`src/tcce_pkg.sv`:
```
package tcce_pkg;

  // Input request and result payloads
  typedef struct packed {
    logic [1:0]  op;
    logic [7:0]  ch;
    logic [12:0] cell_addr;
    logic        last_byte;
  } tcce_in_t;

  typedef struct packed {
    logic [12:0] cursor_index;
    logic [12:0] start_index;
    logic [6:0]  column;
    logic [6:0]  row;
    logic [15:0] cell_data;
  } tcce_out_t;

  // Request opcodes
  localparam logic [1:0] OP_WRITE = 2'd0;
  localparam logic [1:0] OP_READ  = 2'd1;
  localparam logic [1:0] OP_CLEAR = 2'd2;

  // Console control bytes
  localparam logic [7:0] CH_NUL = 8'h00;
  localparam logic [7:0] CH_ENQ = 8'h05;
  localparam logic [7:0] CH_BEL = 8'h07;
  localparam logic [7:0] CH_BS  = 8'h08;
  localparam logic [7:0] CH_TAB = 8'h09;
  localparam logic [7:0] CH_LF  = 8'h0A;
  localparam logic [7:0] CH_VT  = 8'h0B;
  localparam logic [7:0] CH_FF  = 8'h0C;
  localparam logic [7:0] CH_CR  = 8'h0D;
  localparam logic [7:0] CH_DEL = 8'h7F;

  // Blank cell: space on light gray
  localparam logic [15:0] ERASE_CELL = 16'h0720;

  localparam int COL_W  = 7;
  localparam int QDEPTH = 2;

  typedef enum logic [3:0] {
    CMD_NOP,
    CMD_READ,
    CMD_CLEAR,
    CMD_SETTLE,
    CMD_BACK,
    CMD_LINE,
    CMD_RETURN,
    CMD_DELETE,
    CMD_PRINT
  } tcce_kind_t;

  typedef struct packed {
    tcce_kind_t  kind;
    logic [7:0]  ch;
    logic [12:0] addr;
  } tcce_cmd_t;

  typedef enum logic [3:0] {
    ST_CLR,
    ST_IDLE,
    ST_RD_TAKE,
    ST_XY_MUL,
    ST_XY_FIX,
    ST_CHK,
    ST_SCROLL,
    ST_CP_RD,
    ST_CP_WR,
    ST_ZERO,
    ST_WRAP_FIX,
    ST_DL_RD,
    ST_DL_EV,
    ST_RESULT
  } tcce_state_t;

endpackage

```
`src/tcce_front.sv`:
```
module tcce_front
  import tcce_pkg::*;
(
  input  logic      in_valid,
  input  tcce_in_t  in_data,
  input  logic      q_full,
  input  logic      init_busy,
  output logic      in_stall,
  output logic      push,
  output tcce_cmd_t cmd
);

  // Hold off requests while the queue is full or the memory clear after reset runs
  assign in_stall = q_full || init_busy;
  assign push     = in_valid && !in_stall;

  // Classify the request into a command for the back end
  always_comb begin
    cmd.ch   = in_data.ch;
    cmd.addr = in_data.cell_addr;
    cmd.kind = CMD_NOP;
    unique case (in_data.op)
      OP_WRITE: begin
        unique case (in_data.ch) inside
          CH_NUL: cmd.kind = CMD_SETTLE;
          CH_ENQ, CH_BEL, CH_TAB, CH_VT, CH_FF: cmd.kind = CMD_NOP;
          CH_BS:  cmd.kind = CMD_BACK;
          CH_LF:  cmd.kind = CMD_LINE;
          CH_CR:  cmd.kind = CMD_RETURN;
          CH_DEL: cmd.kind = CMD_DELETE;
          default: cmd.kind = CMD_PRINT;
        endcase
      end
      OP_READ:  cmd.kind = CMD_READ;
      OP_CLEAR: cmd.kind = CMD_CLEAR;
      default:  cmd.kind = CMD_NOP;
    endcase
  end

endmodule

```
`config.mk`:
```
export PLATFORM = sky130hd
export DESIGN_NAME = tcce_front
export DESIGN_NICKNAME = d
export VERILOG_FILES = /design/src/tcce_pkg.sv /design/src/tcce_front.sv
export SDC_FILE = /design/constraint.sdc
export NUM_CORES = 1
export LEC_CHECK = 0
export BUFFER_PORTS_ARGS = -buffer_cell sky130_fd_sc_hd__buf_2
export CAP_MARGIN = 40
export CORE_AREA = 2 2 39 41
export DETAILED_ROUTE_END_ITERATION = 7
export DIE_AREA = 0 0 41 43
export PLACE_DENSITY = 0.76
export SLEW_MARGIN = 25
export SYNTH_ARGS = -nofsm -noshare
export SYNTH_HDL_FRONTEND = slang
export SYNTH_SLANG_ARGS = --single-unit
```
`constraint.sdc`:
```
create_clock -name vclk -period 1.3
set_input_delay 0.065 -clock vclk [all_inputs]
set_output_delay 0.065 -clock vclk [all_outputs]
set_load 0.03 [all_outputs]
```
---- Word level (Yosys, flattened, before mapping) ----
Index checks and enable logic that the tools add are counted.
word-level totals
  word-level logic and storage cells ...... 19
  bits of input ports ..................... 27
  output and inout bits ................... 27
  flip-flop bits (word level) ............. 0
operators by class
  equal/unequal tests ..................... 11
  reductions and logical operators ........ 6
  muxes and demuxes ....................... 2
operators with widths
  kind                                           number
  == test 8 x 4 -> 1 bit, second input constant  6
  case mux 4 bit (6 select lines)                1
  == test 8 x 3 -> 1 bit, second input constant  2
  case mux 4 bit (3 select lines)                1
  == test 8 x 7 -> 1 bit, second input constant  1
  logical NOT 8 bit                              1
  OR reduction 5 bit                             1
  == test 2 x 1 -> 1 bit, second input constant  1
  == test 2 bit, second input constant           1
  logical NOT 2 bit                              1
  logical AND 1 bit                              1
  logical NOT 1 bit                              1
  logical OR 1 bit                               1

---- Depth between registers and ports, before layout ----
  word-level depth ........................ 4
  gate-level depth with buffers ........... 4
  mapped depth without buffers ............ 3

---- Least setup slack after synthesis ----
No wires, ideal clock.
  path kind ............................... in2out
  start ................................... in in_data[23] in the netlist's numbering
  end ..................................... out cmd[24] in the netlist's numbering
  slack ................................... -39 ps
  path buffers ............................ 0
  cell stages on the path ................. 3
  data required time ...................... 1,235 ps
  arrival time ............................ 1,274 ps
  path through ............................ or2_1 a41o_1 a211oi_1
RTL lines
  element      line              text
  from (decl)  tcce_front.sv:5   input tcce_in_t in_data,
  to (decl)    tcce_front.sv:10  output tcce_cmd_t cmd

==> implementation parameters <==
Parameter                              Value

Clock tree
  Gates resized, CTS repair ... 0
  Number of setup buffers added after CTS ... 0
  Number of buffers inserted by hold repair at cts ... 0

Drt
  DRT Pass-1 Iters ... 5
  Total wirelength of the detailed-routed design ... 800 um
  DRC violation count after routing ... 0
  Total number of vias ... 348
  Average via count per standard cell ... 4.70
  Routed len/inst ... 10.8 um
  Number of design-rule violations left by the first detailed-router iteration ... 3
  Number of nets with antenna violations after detailed routing ... 0

Critical path
  Type of the setup path with the least slack ... input port to output port
  Startpoint class of the critical path ... input port
  Critical path fanouts, max ... 5
  Setup crit end kind ... output port
  Req. time, crit path ... 1.24 ns
  Critical Path AT ... 1.11 ns

Pwr
  Internal Dissipation ... 46.8 uW
  IR drop worst, VDD ... 0.000116 V
  Switching part of the total ... 65.9%
  Sequential cell fraction of total power ... 0%
  Logic gate share of total power ... 100.0%
  Pleak ... 0.000181 uW
  Power density of the placed cells ... 367 nW/um^2
  Clk pwr share ... 0%
  P_sw ... 90.6 uW

Global routing
  Overall overflow remaining after global route ... 0
  Via count of the first global-routing pass ... 308
  Maximum number of pins on one net before global-route repair ... 11
  Number of antenna violations at the first check in global routing ... 0
  Wire length of the first global-routing pass ... 1250 um
  Global-route usage over all layers ... 9.09%

Floorplanning
  Number of placement rows ... 14
  Floorplan die area ... 1760 sq um
  Die outline width ... 41 um
  Core footprint ... 1380 sq um
  Initial standard-cell utilization of the core ... 26.9%
  Die span in y ... 43 um
  I/O pin count ... 54

Layout
  Ratio of cells with drive above 1 in the final layout ... 60.3%
  Post-layout net count ... 87
  Area added between synthesis and finish ... 0.336%
  Most common cell after layout, fill and taps aside ... sky130_fd_sc_hd__buf_2
  Non-filler cells in the finished layout ... 74
  Reg area ... 0 sq um
  Highest-count cells in the layout ignoring fill and taps ... sky130_fd_sc_hd__buf_2, sky130_fd_sc_hd__nor2_1, sky130_fd_sc_hd__inv_1
  Sequential cell count ... 0
  Final antenna diode count ... 0
  Count of clock-net buffers in the final layout ... 0

Hold path
  Min-Delay Path Class ... input port to output port
  Worst hold path stage count ... 0
  Hold path startpoint ... in_data[5]
  End of the worst hold path ... cmd[4]

STA
  Worst slew pin tran ... 0.276 ns
  Final Cycle Share ... 90.6%
  Achievable Freq ... 0.849 GHz
  Setup total negative slack ... 0 ns
  Relative slew slack ... 81.6%
  Setup-violating endpoint count in the final report ... 0
  Final count of hold timing violations ... 0
  Crit path time final ... 1.18 ns
  Setup repair after global routing missed its margin ... no
  Max-slew violation count ... 0

Synthesis
  Syn nets ... 80
  Mean instance size in the synthesized netlist ... 7.04 sq um
  Ys Warns ... 0
  Syn Inst Count ... 53
  Fraction of the yosys area taken by sequential cells ... 0%
  Netlist area before placement ... 373 sq um
  Synth cell types ... 26

Placed design
  Placed cell count ... 74
  Post-DP HPWL ... 672 um
  Global placer's final weighted congestion ... 0.820
  Number of input and output port buffers inserted ... 27

Job
  Max-capacitance violation count ... 0

Run status
  Result of the run ... complete, no violations
-- synth_stat cells, types with 2 or more instances --
cell,number,area [sq um]
sky130_fd_sc_hd__buf_4,21,158
sky130_fd_sc_hd__inv_1,3,11.3
sky130_fd_sc_hd__nor2_1,3,11.3
sky130_fd_sc_hd__a21oi_1,2,10.0
sky130_fd_sc_hd__nand2b_1,2,12.5
sky130_fd_sc_hd__nand3_1,2,10.0
-- through the flow --
step	hold WS [ns]	worst slack (ns)	util, %	power (uW)	cell area (sq um)
2_1_floorplan	0.239	0.0862	-	178	378
3_3_place_gp	0.130	0.0771	26.6	133	368
3_5_place_dp	0.130	0.0861	26.6	136	368
4_1_cts	0.130	0.0796	26.6	137	368
5_1_grt	0.130	0.0143	27.0	149	374
6_report	0.130	0.122	27.0	137	374
-- power by group through the flow --
stage | logic [uW] | registers, uW | clock network [uW]
2_1_floorplan | 178 | 0 | 0
3_3_place_gp | 133 | 0 | 0
3_5_place_dp | 136 | 0 | 0
4_1_cts | 137 | 0 | 0
5_1_grt | 149 | 0 | 0
6_report | 137 | 0 | 0
-- final cells by class --
type / count / area [sq um]
fill: 168 / 1010
inverter: 3 / 11.3
multi-input combinational: 27 / 200
tap: 16 / 20.0
timing repair buffer: 28 / 143
-- cell families after synthesis --
family / Yosys count / share of synthesized area, %
simple gates: 16 / 26.8
compound gates: 10 / 21.5
xor+xnor: 1 / 2.35
buf+inv: 26 / 49.3
-- worst max-delay path, stage by stage --
cell and delay [ns]:
sky130_fd_sc_hd__buf_2 0.13, sky130_fd_sc_hd__nor4_2 0.28, sky130_fd_sc_hd__buf_4 0.18, sky130_fd_sc_hd__nand3_1 0.07
sky130_fd_sc_hd__a31oi_1 0.18, sky130_fd_sc_hd__buf_2 0.22
-- how the worst max path moves through the flow --
stage                startpoint  endpoint  slack [ns]  depth (start not counted)
detailed placement  in_data[19]   cmd[23]        0.09                          5
finish              in_data[19]   cmd[22]        0.12                          6
global route        in_data[19]   cmd[22]        0.01                          6
global placement    in_data[19]   cmd[23]        0.08                          5
floorplan           in_data[19]   cmd[22]        0.09                          3
CTS                 in_data[19]   cmd[23]        0.08                          5
-- per-layer routing --
metal,up-vias,share of wire (%),global-route usage [%]
met4,0,0,0
li1,178,-,-
met1,149,44,13.3
met3,0,14,1.05
met5,-,0,0
met2,21,42,14.7
No activity file was read; power rests on OpenSTA's default activity.
