**src/tcce_pkg.sv**
```systemverilog
package tcce_pkg;

  // Input request and result payloads
  typedef struct packed {
    logic [1:0]  op;
    logic [7:0]  ch;
    logic [12:0] cell_addr;
    logic        last_byte;
  } tcce_in_t;

  typedef struct packed {
    logic [12:0] cursor_index;
    logic [12:0] start_index;
    logic [6:0]  column;
    logic [6:0]  row;
    logic [15:0] cell_data;
  } tcce_out_t;

  // Request opcodes
  localparam logic [1:0] OP_WRITE = 2'd0;
  localparam logic [1:0] OP_READ  = 2'd1;
  localparam logic [1:0] OP_CLEAR = 2'd2;

  // Console control bytes
  localparam logic [7:0] CH_NUL = 8'h00;
  localparam logic [7:0] CH_ENQ = 8'h05;
  localparam logic [7:0] CH_BEL = 8'h07;
  localparam logic [7:0] CH_BS  = 8'h08;
  localparam logic [7:0] CH_TAB = 8'h09;
  localparam logic [7:0] CH_LF  = 8'h0A;
  localparam logic [7:0] CH_VT  = 8'h0B;
  localparam logic [7:0] CH_FF  = 8'h0C;
  localparam logic [7:0] CH_CR  = 8'h0D;
  localparam logic [7:0] CH_DEL = 8'h7F;

  // Blank cell: space on light gray
  localparam logic [15:0] ERASE_CELL = 16'h0720;

  localparam int COL_W  = 7;
  localparam int QDEPTH = 2;

  typedef enum logic [3:0] {
    CMD_NOP,
    CMD_READ,
    CMD_CLEAR,
    CMD_SETTLE,
    CMD_BACK,
    CMD_LINE,
    CMD_RETURN,
    CMD_DELETE,
    CMD_PRINT
  } tcce_kind_t;

  typedef struct packed {
    tcce_kind_t  kind;
    logic [7:0]  ch;
    logic [12:0] addr;
  } tcce_cmd_t;

  typedef enum logic [3:0] {
    ST_CLR,
    ST_IDLE,
    ST_RD_TAKE,
    ST_XY_MUL,
    ST_XY_FIX,
    ST_CHK,
    ST_SCROLL,
    ST_CP_RD,
    ST_CP_WR,
    ST_ZERO,
    ST_WRAP_FIX,
    ST_DL_RD,
    ST_DL_EV,
    ST_RESULT
  } tcce_state_t;

endpackage

```
**src/tcce_fifo.sv**
```systemverilog
module tcce_fifo
  import tcce_pkg::*;
(
  input  logic      clk,
  input  logic      rst_n,
  input  logic      push,
  input  tcce_cmd_t push_data,
  input  logic      pop,
  output logic      pop_valid,
  output tcce_cmd_t pop_data,
  output logic      full
);

  localparam int PW = $clog2(QDEPTH);
  localparam int CW = $clog2(QDEPTH + 1);
  localparam logic [CW-1:0] DEPTH_C = CW'(QDEPTH);
  localparam logic [PW-1:0] LAST_P  = PW'(QDEPTH - 1);

  tcce_cmd_t       slot_r [QDEPTH];
  logic [PW-1:0]   wr_ptr_r, wr_ptr_nxt;
  logic [PW-1:0]   rd_ptr_r, rd_ptr_nxt;
  logic [CW-1:0]   count_r, count_nxt;

  assign pop_valid = count_r != '0;
  assign full      = count_r == DEPTH_C;
  assign pop_data  = slot_r[rd_ptr_r];

  // Advance pointers and occupancy
  always_comb begin
    wr_ptr_nxt = wr_ptr_r;
    rd_ptr_nxt = rd_ptr_r;
    count_nxt  = count_r;
    if (push) begin
      wr_ptr_nxt = (wr_ptr_r == LAST_P) ? '0 : wr_ptr_r + 1'b1;
    end
    if (pop) begin
      rd_ptr_nxt = (rd_ptr_r == LAST_P) ? '0 : rd_ptr_r + 1'b1;
    end
    if (push && !pop) begin
      count_nxt = count_r + 1'b1;
    end else if (pop && !push) begin
      count_nxt = count_r - 1'b1;
    end
  end

  always_ff @(posedge clk) begin
    if (!rst_n) begin
      wr_ptr_r <= '0;
      rd_ptr_r <= '0;
      count_r  <= '0;
    end else begin
      wr_ptr_r <= wr_ptr_nxt;
      rd_ptr_r <= rd_ptr_nxt;
      count_r  <= count_nxt;
    end
  end

  // Store entries
  always_ff @(posedge clk) begin
    if (push) begin
      slot_r[wr_ptr_r] <= push_data;
    end
  end

endmodule

```
**config.mk**
```make
export PLATFORM = sky130hd
export DESIGN_NAME = tcce_fifo
export DESIGN_NICKNAME = d
export VERILOG_FILES = /design/src/tcce_pkg.sv /design/src/tcce_fifo.sv
export SDC_FILE = /design/constraint.sdc
export NUM_CORES = 1
export LEC_CHECK = 0
export ABC_CLOCK_PERIOD_IN_PS = 2000
export BUFFER_PORTS_ARGS = -buffer_cell sky130_fd_sc_hd__buf_2
export CAP_MARGIN = 30
export CORE_UTILIZATION = 46
export CTS_CLUSTER_SIZE = 14
export DETAILED_ROUTE_END_ITERATION = 16
export PLACE_DENSITY = 0.77
export SETUP_SLACK_MARGIN = 0.1
export SYNTH_ARGS = -nofsm -noshare
export SYNTH_HDL_FRONTEND = slang
export SYNTH_SLANG_ARGS = --single-unit
```
**constraint.sdc**
```tcl
create_clock -name clk -period 2 [get_ports clk]
set_input_delay 0.3 -clock clk [delete_from_list [all_inputs] [get_ports clk]]
set_output_delay 0.3 -clock clk [all_outputs]
set_load 0.02 [all_outputs]
```
# ---- Yosys cells after proc, flatten, opt, wreduce, memory -nomap -nowiden
# Memory sizes are Yosys's and may differ from the RTL's. A register that Yosys moved wholly into a read port is not among the register bits.
# Index checks and enable logic that the tools add are counted.
dict set report word_totals {
  inputBits 29
  mem_bits_rw 50
  ff_bits 4
  output_inout_bits 27
  memories 1
  elab_cells 23
}
# memory depth word_bits rd rd_clocked_by_memory_dff write_ports line_no
set memory_table {}
lappend memory_table {slot_r 2 25 1 1 1 tcce_fifo.sv:19} ;# tcce_cmd_t slot_r [QDEPTH];
dict set report classes {
  eq_ne 1
  muxes 8
  addsub 4
  n_reduce_logical 6
}
# cell count
set op_table {}
lappend op_table {{1-bit 2-to-1 mux} 6}
lappend op_table {{2-bit 2-to-1 mux} 2}
lappend op_table {{2-bit nonzero test} 2}
lappend op_table {{1-bit adder (second input constant)} 2}
lappend op_table {{2-bit by 1-bit adder with 2-bit output (second input constant)} 1}
lappend op_table {{2-bit == test (second input constant)} 1}
lappend op_table {{1-bit logical AND} 2}
lappend op_table {{1-bit zero test} 2}
lappend op_table {{2-bit by 1-bit subtractor with 2-bit output (second input constant)} 1}

# ---- Depth between registers and ports, before layout
# Gate-level depths: netlist of the first run.
dict set report logic_depth {
  ltp_word 4
  depth_mapped 5
  ltp_nobuf 5
}

# ---- Worst setup path after synthesis of the first run
# OpenSTA, ideal clock, no wires.
dict set report synth_timing {
  kind {input -> register}
  startpoint {input port push}
  endpoint {memory slot_r[0][0] (netlist bit) (enable)}
  stages 1
  t_arrival_ps 1480
  setup_slack_ps 109
  t_required_ps 1589
  path_buffers 0
  setup_ps 411
  cell_sequence {nor2b_1}
}
dict set report synth_via {
  elab_chain_len 2
}
# item line_no
set synth_rtl {}
lappend synth_rtl {{from (decl)} tcce_fifo.sv:6} ;# input logic push,
lappend synth_rtl {{1-bit 2-to-1 mux} tcce_fifo.sv:60} ;# if (push) begin
lappend synth_rtl {{1-bit 2-to-1 mux (implied by the code)} tcce_fifo.sv:61} ;# slot_r[wr_ptr_r] <= push_data;
lappend synth_rtl {{to (decl)} tcce_fifo.sv:19}
# No other way between the ends.

==> impl_metrics.py, run 1 <==
metrics = {
    "floorplanning": {
        "core_sq_um": 4120,
        "dieArea_sq_um": 4670,
        "ios": 56,
        "die_w_um": 68.3,
        "initial_core_util_pct": 49.2,
        "die_h_um": 68.3,
        "rows": 23,
    },
    "synthesis": {
        "synth.most_common_cell": "edfxtp_1",
        "synth_common_cells": "50 x edfxtp_1, 25 x mux2_2, 5 x dfxtp_1, 4 x and2_1",
        "synth.ff_latch_count": 55,
        "yosysSeqAreaShare_pct": 79.1,
        "synth_ff_type": "edfxtp_1",
        "synth.top_cell.area_share_pct": 74.2,
        "syn_area_per_cell_sq_um": 20.2,
        "ys_warn_count": 0,
        "netlist_area_sq_um": 2020,
        "syn_inst": 100,
        "synth_area_leaders": "edfxtp_1 74%, mux2_2 14%, dfxtp_1 4.9%",
        "synth_top_area_cell": "edfxtp_1",
        "synthArstFlopShare_pct": 0,
        "yosys.cell_types.count": 17,
        "synthesis.nets": 130,
        "synth_edf_count": 50,
    },
    "global_route": {
        "grt.total_usage_pct": 15.3,
        "grt_pass1_wl_um": 4860,
        "grt_pass1_vias": 1071,
        "antenna_found_initial": 0,
        "grt_overflow": 0,
        "grt_max_degree": 16,
    },
    "final_layout": {
        "antenna_cells": 0,
        "drive_above_1_share_pct": 57.8,
        "final_area_sq_um": 2470,
        "area_growth_syn_to_layout_pct": 22.1,
        "nets": 195,
        "final_core_util_pct": 60.1,
    },
    "critical_path": {
        "critPathRequiredTime_ns": 1.70,
        "crit_fanout": 11,
        "critPathArrivalTime_ns": 1.44,
        "end_kind": "output pin",
        "startpoint_type": "flip-flop",
        "critPathKind": "reg -> out",
    },
    "sta": {
        "worst_slack_ns": 0.264,
        "rsz0062_at_grt": "no",
        "tns_ns": 0,
        "worst_pin_slew_ns": 0.186,
        "clock.fmax_mhz": 576,
        "fin_skew_ns": 0.00236,
        "hold_slack_ns": 0.183,
        "min_period_ns": 1.74,
        "drv_slew": 0,
        "hold_viol": 0,
        "period_share_pct": 86.8,
        "relSlewSlack_pct": 87.5,
        "setup_viol": 0,
    },
    "run_status": {
        "status": "completed",
    },
    "cts": {
        "path_clk_slew_ns": 0.09,
        "clockBufferDepth": 2,
        "cts_tree": "done",
        "holdBufCountCts": 0,
        "postCtsSetupBuffers": 0,
        "cts.sinks": 55,
        "cts-root-buf": "clkbuf_8",
        "clk_latency_ns": 0.30,
        "cts_made_buffers": 5,
        "htreeDepth": 2,
        "cts.repair.resized": 0,
    },
    "routing": {
        "final_antenna_net_count": 0,
        "drc": 0,
        "vias": 1061,
        "wl_per_cell_um": 14.6,
        "drt_iter0_markers": 46,
        "first_pass_iters": 4,
        "vias_per_cell": 4.91,
        "drt-total-wl_um": 3160,
    },
    "pwr": {
        "p_per_area_nw_per_um2": 903,
        "leakage_uw": 0.000957,
        "vdd_drop_max_mv": 0.553,
    },
    "worst_hold_path": {
        "hp-class": "in -> reg",
    },
    "placement": {
        "dp_hpwl_um": 2310,
        "pre_cts_slack_ns": 0.493,
        "place_area_sq_um": 2390,
        "io_buffers": 55,
        "place.gp.congestion": 0.622,
    },
    "run": {
        "maxCapViolCount": 0,
    },
}
-- worst paths after layout --
path         slack (ns)  cells after the start       endpoint          start
max                0.26                      3    pop_data[6]      flip-flop
min reg2reg        0.53                      2     count_r[1]     count_r[1]
max reg2reg        0.95                      3     count_r[1]     count_r[0]
min                0.18                      1  slot_r[0][22]  push_data[22]
-- logic make-up (layout without fill, tap and decap cells) --
kind of cell / after synthesis / after routing / share of synthesized area, %
and+or+nand+nor: 9 / 9 / 2.90
buffers and inverters: 4 / 70 / 1.17
muxes: 25 / 25 / 13.9
AOI/OAI and AO/OA: 3 / 3 / 0.989
xor gates and xnor gates: 3 / 3 / 1.30
adders and majority gates: 1 / 1 / 0.618
DFF: 55 / 55 / 79.1
-- worst max-delay path, stage by stage, from the launching register on --
cell	delay (ns)
dfxtp_2	0.39
buf_4	0.23
mux2_2	0.36
buf_2	0.16
-- cell usage in the layout, fill, tap and decap left out --
master	n
and2b_2	1
or2_2	1
a21boi_1	1
clkinv_2	1
nor2b_2	1
clkbuf_8	5
ha_1	1
buf_2	55
mux2_2	25
and2_1	4
edfxtp_1	50
or3_1	1
buf_4	6
dfxtp_2	1
nor2b_1	1
o21a_1	1
xnor2_1	1
o21ai_0	1
dfxtp_1	4
clkbuf_1	2
inv_1	1
xor2_1	2
-- flip-flops by register name (all words and copies together) (netlist names), named ones only --
name and count:
wr_ptr_r 1, rd_ptr_r 1, slot_r 50, count_r 2
-- where the power goes --
part	total, uW	internal (uW)	switching (uW)	leakage, uW
clock network	567	246	320	0.0000422
logic	321	144	178	0.000403
registers	1340	1320	22.1	0.000511
total	2230	1710	521	0.000957
-- through the flow --
stage | std cells | power, uW
6_report | 216 | 2230
5_1_grt | 216 | 2330
4_1_cts | 216 | 2260
3_5_place_dp | 208 | 1700
3_3_place_gp | 208 | 1680
2_1_floorplan | 100 | 1580
-- layout make-up --
class | instances | area (sq um)
inverter | 1 | 3.75
tap | 50 | 62.6
timing repair buffer | 61 | 320
sequential | 55 | 1600
clock buffer | 7 | 76.3
fill | 324 | 1640
multi-input combinational | 41 | 402
clock inverter | 1 | 5.00
-- layer usage --
layer | GRT usage, % | vias up | wire [um]
met5 | 0 | - | 0
met4 | 7.81 | 0 | 59
met3 | 5.67 | 7 | 250
met2 | 25.7 | 37 | 1620
met1 | 16.7 | 510 | 1240
li1 | - | 507 | -
Note: power is estimated with default switching activity, not from simulation.
==> run 2: changes to the inputs <==
--- a/config.mk
+++ b/config.mk
@@ -8,6 +8,7 @@
 export ABC_CLOCK_PERIOD_IN_PS = 2000
 export BUFFER_PORTS_ARGS = -buffer_cell sky130_fd_sc_hd__buf_2
 export CAP_MARGIN = 30
+export CORE_MARGIN = 2
 export CORE_UTILIZATION = 46
 export CTS_CLUSTER_SIZE = 14
 export DETAILED_ROUTE_END_ITERATION = 16
==> run 2 against run 1 <==
Clock power about the same. Die area increased by 5.9%. Fmax increased by 4.2%. Global-route usage decreased by 1.3 points. Clock skew increased by 0.0038 ns. Sequential share of layout area decreased by 0.18 points. Non-clock buffer count unchanged. Via count decreased by 0.66%. Flip-flop and latch count unchanged. Design area increased by 0.20%. Final cell count increased by 0.93%. Utilization decreased by 2.4 points. Critical path type unchanged. Critical endpoint is now pop_data[3]. Largest power group unchanged.
==> impl_metrics.py, run 2 (synthesis gave the netlist of run 1 again) <==
metrics = {
    "run_status": {
        "status": "completed",
    },
    "placement": {
        "place.gp.congestion": 0.709,
        "dp_hpwl_um": 2340,
        "pre_cts_slack_ns": 0.647,
        "dp_cells": 210,
        "place_area_sq_um": 2390,
        "io_buffers": 55,
    },
    "routing": {
        "drt_iter0_markers": 63,
        "vias_per_cell": 4.83,
        "final_antenna_net_count": 0,
        "drt-total-wl_um": 3290,
        "first_pass_iters": 4,
        "vias": 1054,
        "drc": 0,
        "wl_per_cell_um": 15.1,
    },
    "critical_path": {
        "startpoint_type": "flip-flop",
        "critPathKind": "reg -> out",
        "slowest_stage": "mux2_2",
        "critPathArrivalTime_ns": 1.37,
        "critPathTopFamily": "buffers and inverters",
        "path_cells": "buf_4 -> mux2_2 -> buf_2",
        "critPathRequiredTime_ns": 1.70,
        "crit_buf_inv": 2,
        "critPathMaxStageDelay_ns": 0.36,
        "crit_fanout": 13,
        "end_kind": "output pin",
    },
    "pwr": {
        "power_frac_seq_pct": 60.1,
        "switching_share_pct": 23.4,
        "clkPwrFrac_pct": 25.4,
        "p_sw_uw": 523,
        "pwr-share-comb_pct": 14.5,
        "p_per_area_nw_per_um2": 901,
        "intPower_uw": 1710,
        "leakage_uw": 0.000955,
        "vdd_drop_max_mv": 0.547,
    },
    "cts": {
        "clk_latency_ns": 0.30,
        "cts.repair.resized": 0,
        "cts_made_buffers": 5,
        "cts.sinks": 55,
        "cts_tree": "done",
        "clockBufferDepth": 2,
        "path_clk_slew_ns": 0.09,
        "cts-root-buf": "clkbuf_8",
        "postCtsSetupBuffers": 0,
        "holdBufCountCts": 0,
        "htreeDepth": 2,
    },
    "final_layout": {
        "final_area_sq_um": 2480,
        "area_growth_syn_to_layout_pct": 22.4,
        "reg_top3": "slot_r x50, count_r x2",
        "antenna_cells": 0,
        "largest_reg_flops": 50,
        "layout_commonest_cell": "buf_2",
        "nets": 195,
        "fin_cells": 218,
        "drive_above_1_share_pct": 57.8,
        "largest_register": "slot_r",
        "final_cell_mix": "55 x buf_2, 50 x edfxtp_1, 25 x mux2_2",
    },
    "global_route": {
        "antenna_found_initial": 0,
        "grt_pass1_vias": 1111,
        "grt.total_usage_pct": 13.9,
        "grt_max_degree": 17,
        "grt_pass1_wl_um": 5180,
        "grt_overflow": 0,
    },
    "floorplanning": {
        "core_sq_um": 4290,
        "rows": 24,
        "die_h_um": 70.3,
        "die_w_um": 70.3,
        "dieArea_sq_um": 4950,
        "ios": 56,
        "initial_core_util_pct": 47.1,
    },
    "sta": {
        "worst_slack_ns": 0.335,
        "worst_pin_slew_ns": 0.189,
        "clock.fmax_mhz": 601,
        "min_period_ns": 1.67,
        "setup_viol": 0,
        "tns_ns": 0,
        "period_share_pct": 83.3,
        "drv_slew": 0,
        "relSlewSlack_pct": 87.4,
        "fin_skew_ns": 0.00616,
        "rsz0062_at_grt": "no",
        "hold_viol": 0,
        "hold_slack_ns": 0.186,
    },
    "worst_hold_path": {
        "hp-class": "in -> reg",
    },
    "run": {
        "maxCapViolCount": 0,
    },
}
[run 2: changes by cell type in the layout (fill, tap and decap cells not counted), sizes merged]
cell,change
clkinvlp,+1
clkbuf,-1
[run 2: area by class of cell]
| class | count | area [sq um] |
|---|---|---|
| Fill cell | 346 | 1820 |
| Sequential cell | 55 | 1600 |
| Tap cell | 52 | 65.1 |
| Clock inverter | 2 | 12.5 |
| Inverter | 1 | 3.75 |
| Clock buffer | 6 | 72.6 |
| Timing Repair Buffer | 61 | 320 |
| Multi-Input combinational cell | 41 | 402 |
[run 2: per-stage QoR]
step,util (%),power [uW]
2_1_floorplan,-,1580
3_3_place_gp,55.7,1680
3_5_place_dp,55.7,1700
4_1_cts,57.7,2260
5_1_grt,57.7,2330
6_report,57.7,2230
[run 2: routing by layer]
layer	track usage (%)	wire length, um	part of all wire [%]
met5	0	0	0
met1	16.3	1340	41
met2	23.6	1710	52
met3	4.76	191	5.8
met4	5.56	51	1.6
[run 2: path summary, 6_finish.rpt]
path / startpoint / to / slack (ns) / depth (start not counted)
max: flip-flop / pop_data[3] / 0.33 / 3
min: push_data[8] / slot_r[0][8] / 0.19 / 1
max reg2reg: count_r[0] / count_r[1] / 0.95 / 3
min reg2reg: count_r[1] / count_r[1] / 0.51 / 2
[run 2: worst register-to-register path, stage by stage, from the launching register on]
cell and delay [ns]:
dfxtp_1 0.35, xor2_1 0.18, or3_1 0.30, a21boi_1 0.15
[run 2: power groups by stage]
stage          Combinational, uW  Clock (uW)  Sequential, uW
6_report                     324         567            1340
5_1_grt                      347         635            1350
4_1_cts                      330         591            1340
3_5_place_dp                 329           0            1370
3_3_place_gp                 318           0            1360
2_1_floorplan                213           0            1360
==> run 3: changes to the inputs <==
--- a/config.mk
+++ b/config.mk
@@ -5,7 +5,7 @@
 export SDC_FILE = /design/constraint.sdc
 export NUM_CORES = 1
 export LEC_CHECK = 0
-export ABC_CLOCK_PERIOD_IN_PS = 2000
+export ABC_CLOCK_PERIOD_IN_PS = 1400
 export BUFFER_PORTS_ARGS = -buffer_cell sky130_fd_sc_hd__buf_2
 export CAP_MARGIN = 30
 export CORE_MARGIN = 2
==> constraint.sdc (replaced) <==
create_clock -name clk -period 1.4 [get_ports clk]
set_input_delay 0.21 -clock clk [delete_from_list [all_inputs] [get_ports clk]]
set_output_delay 0.21 -clock clk [all_outputs]
set_load 0.02 [all_outputs]
==> run 3 against run 2 <==
The run now ends with negative setup slack left. Critical endpoint is now pop_data[22]. Critical path type unchanged. Global-route usage is 0.55 points higher. Clock skew hardly changed. Largest cell class unchanged. Register-to-register slack worse by 0.70 ns.
==> impl_metrics.py, run 3 (synthesis gave the netlist of run 1 again) <==
metrics = {
    "run_status": {
        "status": "complete, but fails checks",
        "violations": "negative setup slack",
    },
    "critical_path": {
        "cp_common_cell": "buf_6",
        "critPathRequiredTime_ns": 1.19,
        "critPathMaxStageDelay_ns": 0.40,
        "path_cells": "buf_6 -> mux2_2 -> buf_6",
        "startpoint_type": "flip-flop",
        "crit_fanout": 5,
        "slowest_stage": "dfxtp_4",
        "critPathArrivalTime_ns": 1.30,
        "critPathKind": "reg -> out",
        "end_kind": "output pin",
    },
    "routing": {
        "first_pass_iters": 4,
        "final_antenna_net_count": 0,
        "drt_iter0_markers": 56,
        "wl_per_cell_um": 15.6,
        "drc": 0,
        "vias_per_cell": 4.86,
        "drt-total-wl_um": 3420,
        "vias": 1069,
    },
    "sta": {
        "period_share_pct": 108,
        "relSlewSlack_pct": 85.5,
        "min_period_ns": 1.51,
        "rsz0062_at_grt": "yes",
        "tns_ns": -2.32,
        "clock.fmax_mhz": 662,
        "worst_slack_ns": -0.110,
        "setup_viol": 25,
        "worst_pin_slew_ns": 0.218,
        "hold_viol": 0,
        "drv_slew": 0,
        "fin_skew_ns": 0.00587,
    },
    "final_layout": {
        "final_cell_mix": "50 x edfxtp_1, 29 x buf_2, 28 x buf_6",
        "nets": 197,
        "reg_top3": "slot_r x50, count_r x2",
        "largest_register": "slot_r",
        "layout_commonest_cell": "edfxtp_1",
        "drive_above_1_share_pct": 60.1,
        "antenna_cells": 0,
        "area_growth_syn_to_layout_pct": 38.8,
        "largest_reg_flops": 50,
    },
    "placement": {
        "dp_hpwl_um": 2340,
        "place.gp.congestion": 0.765,
        "io_buffers": 55,
    },
    "pwr": {
        "vdd_drop_max_mv": 0.853,
        "p_per_area_nw_per_um2": 1270,
        "power_uw": 3560,
        "leakage_uw": 0.00113,
    },
    "floorplanning": {
        "dieArea_sq_um": 4950,
        "initial_core_util_pct": 47.1,
        "core_sq_um": 4290,
        "ios": 56,
        "die_w_um": 70.3,
        "rows": 24,
        "die_h_um": 70.3,
    },
    "global_route": {
        "grt_pass1_vias": 1145,
        "grt_max_degree": 19,
        "grt_pass1_wl_um": 5460,
        "grt_overflow": 0,
        "antenna_found_initial": 0,
        "grt.total_usage_pct": 14.5,
    },
    "cts": {
        "cts.sinks": 55,
        "cts_tree": "done",
        "holdBufCountCts": 0,
        "path_clk_slew_ns": 0.09,
        "cts-root-buf": "clkbuf_8",
        "cts_made_buffers": 5,
        "htreeDepth": 2,
        "clockBufferDepth": 2,
        "clk_latency_ns": 0.29,
    },
    "worst_hold_path": {
        "hp-class": "in -> reg",
    },
    "run": {
        "maxCapViolCount": 0,
    },
}
run 3: cell count changes in the layout (fill, tap and decap cells not counted), moves of 2 or more:
| cell | before | now |
|---|---|---|
| buf_8 | 0 | 2 |
| buf_2 | 55 | 29 |
| mux2_2 | 25 | 2 |
| buf_6 | 0 | 28 |
| dfxtp_4 | 0 | 2 |
| dfxtp_1 | 5 | 2 |
| mux2_4 | 0 | 23 |
| buf_4 | 6 | 3 |
run 3: where the power goes:
part           leakage, uW  switching, uW  internal [uW]
registers         0.000512           37.0           1890
logic             0.000564            292            369
clock network    0.0000524            439            535
run 3: layer usage:
metal / up-vias / share of wire [%] / global-route usage (%)
li1: 515 / - / -
met2: 30 / 55 / 25.4
met4: 0 / 0.50 / 3.85
met3: 2 / 4.3 / 3.17
met5: - / 0 / 0
met1: 522 / 41 / 18.2
run 3: per-stage QoR:
step                setup slack [ns]  instances  util, %  cell area (sq um)  hold slack [ns]
finish                        -0.110        220     65.4               2810            0.108
floorplan                   -0.00502        100        -               2030            0.309
detailed placement             0.160        210     56.0               2410            0.401
global route                  -0.152        220     65.4               2810           0.0913
CTS                           -0.101        219     64.8               2780           0.0963
global placement               0.183        210     56.0               2410            0.398
run 3: cell type report:
class                           count  area [sq um]
Sequential cell                    55          1610
Fill cell                         308          1480
Timing Repair Buffer               63           533
Multi-Input combinational cell     41           492
Clock buffer                        7          76.3
Tap cell                           52          65.1
Clock inverter                      1          30.0
Inverter                            1          3.75
run 3: worst max-delay path, delay by kind of cell, from the launching register on:
kind                   cells  cell delay, ns
multiplexers               1            0.34
flip-flops                 1            0.40
buffers and inverters      2            0.27
run 3: path summary, 6_finish.rpt:
check / start / to / slack [ns] / cells after the start
setup reg to reg: count_r[0] / count_r[1] / 0.25 / 4
setup / recovery: flip-flop / pop_data[22] / -0.11 / 3
hold / removal: push_data[19] / slot_r[1][19] / 0.11 / 1
hold reg to reg: count_r[1] / count_r[1] / 0.49 / 2
run 3: what timing repair did:
| item | 4_1_cts | 5_1_grt |
|---|---|---|
| gates cloned | 1 | 0 |
| endpoints found under the setup margin | 27 | 26 |
| gates resized for setup | 81 | 7 |
| setup buffers | 0 | 1 |
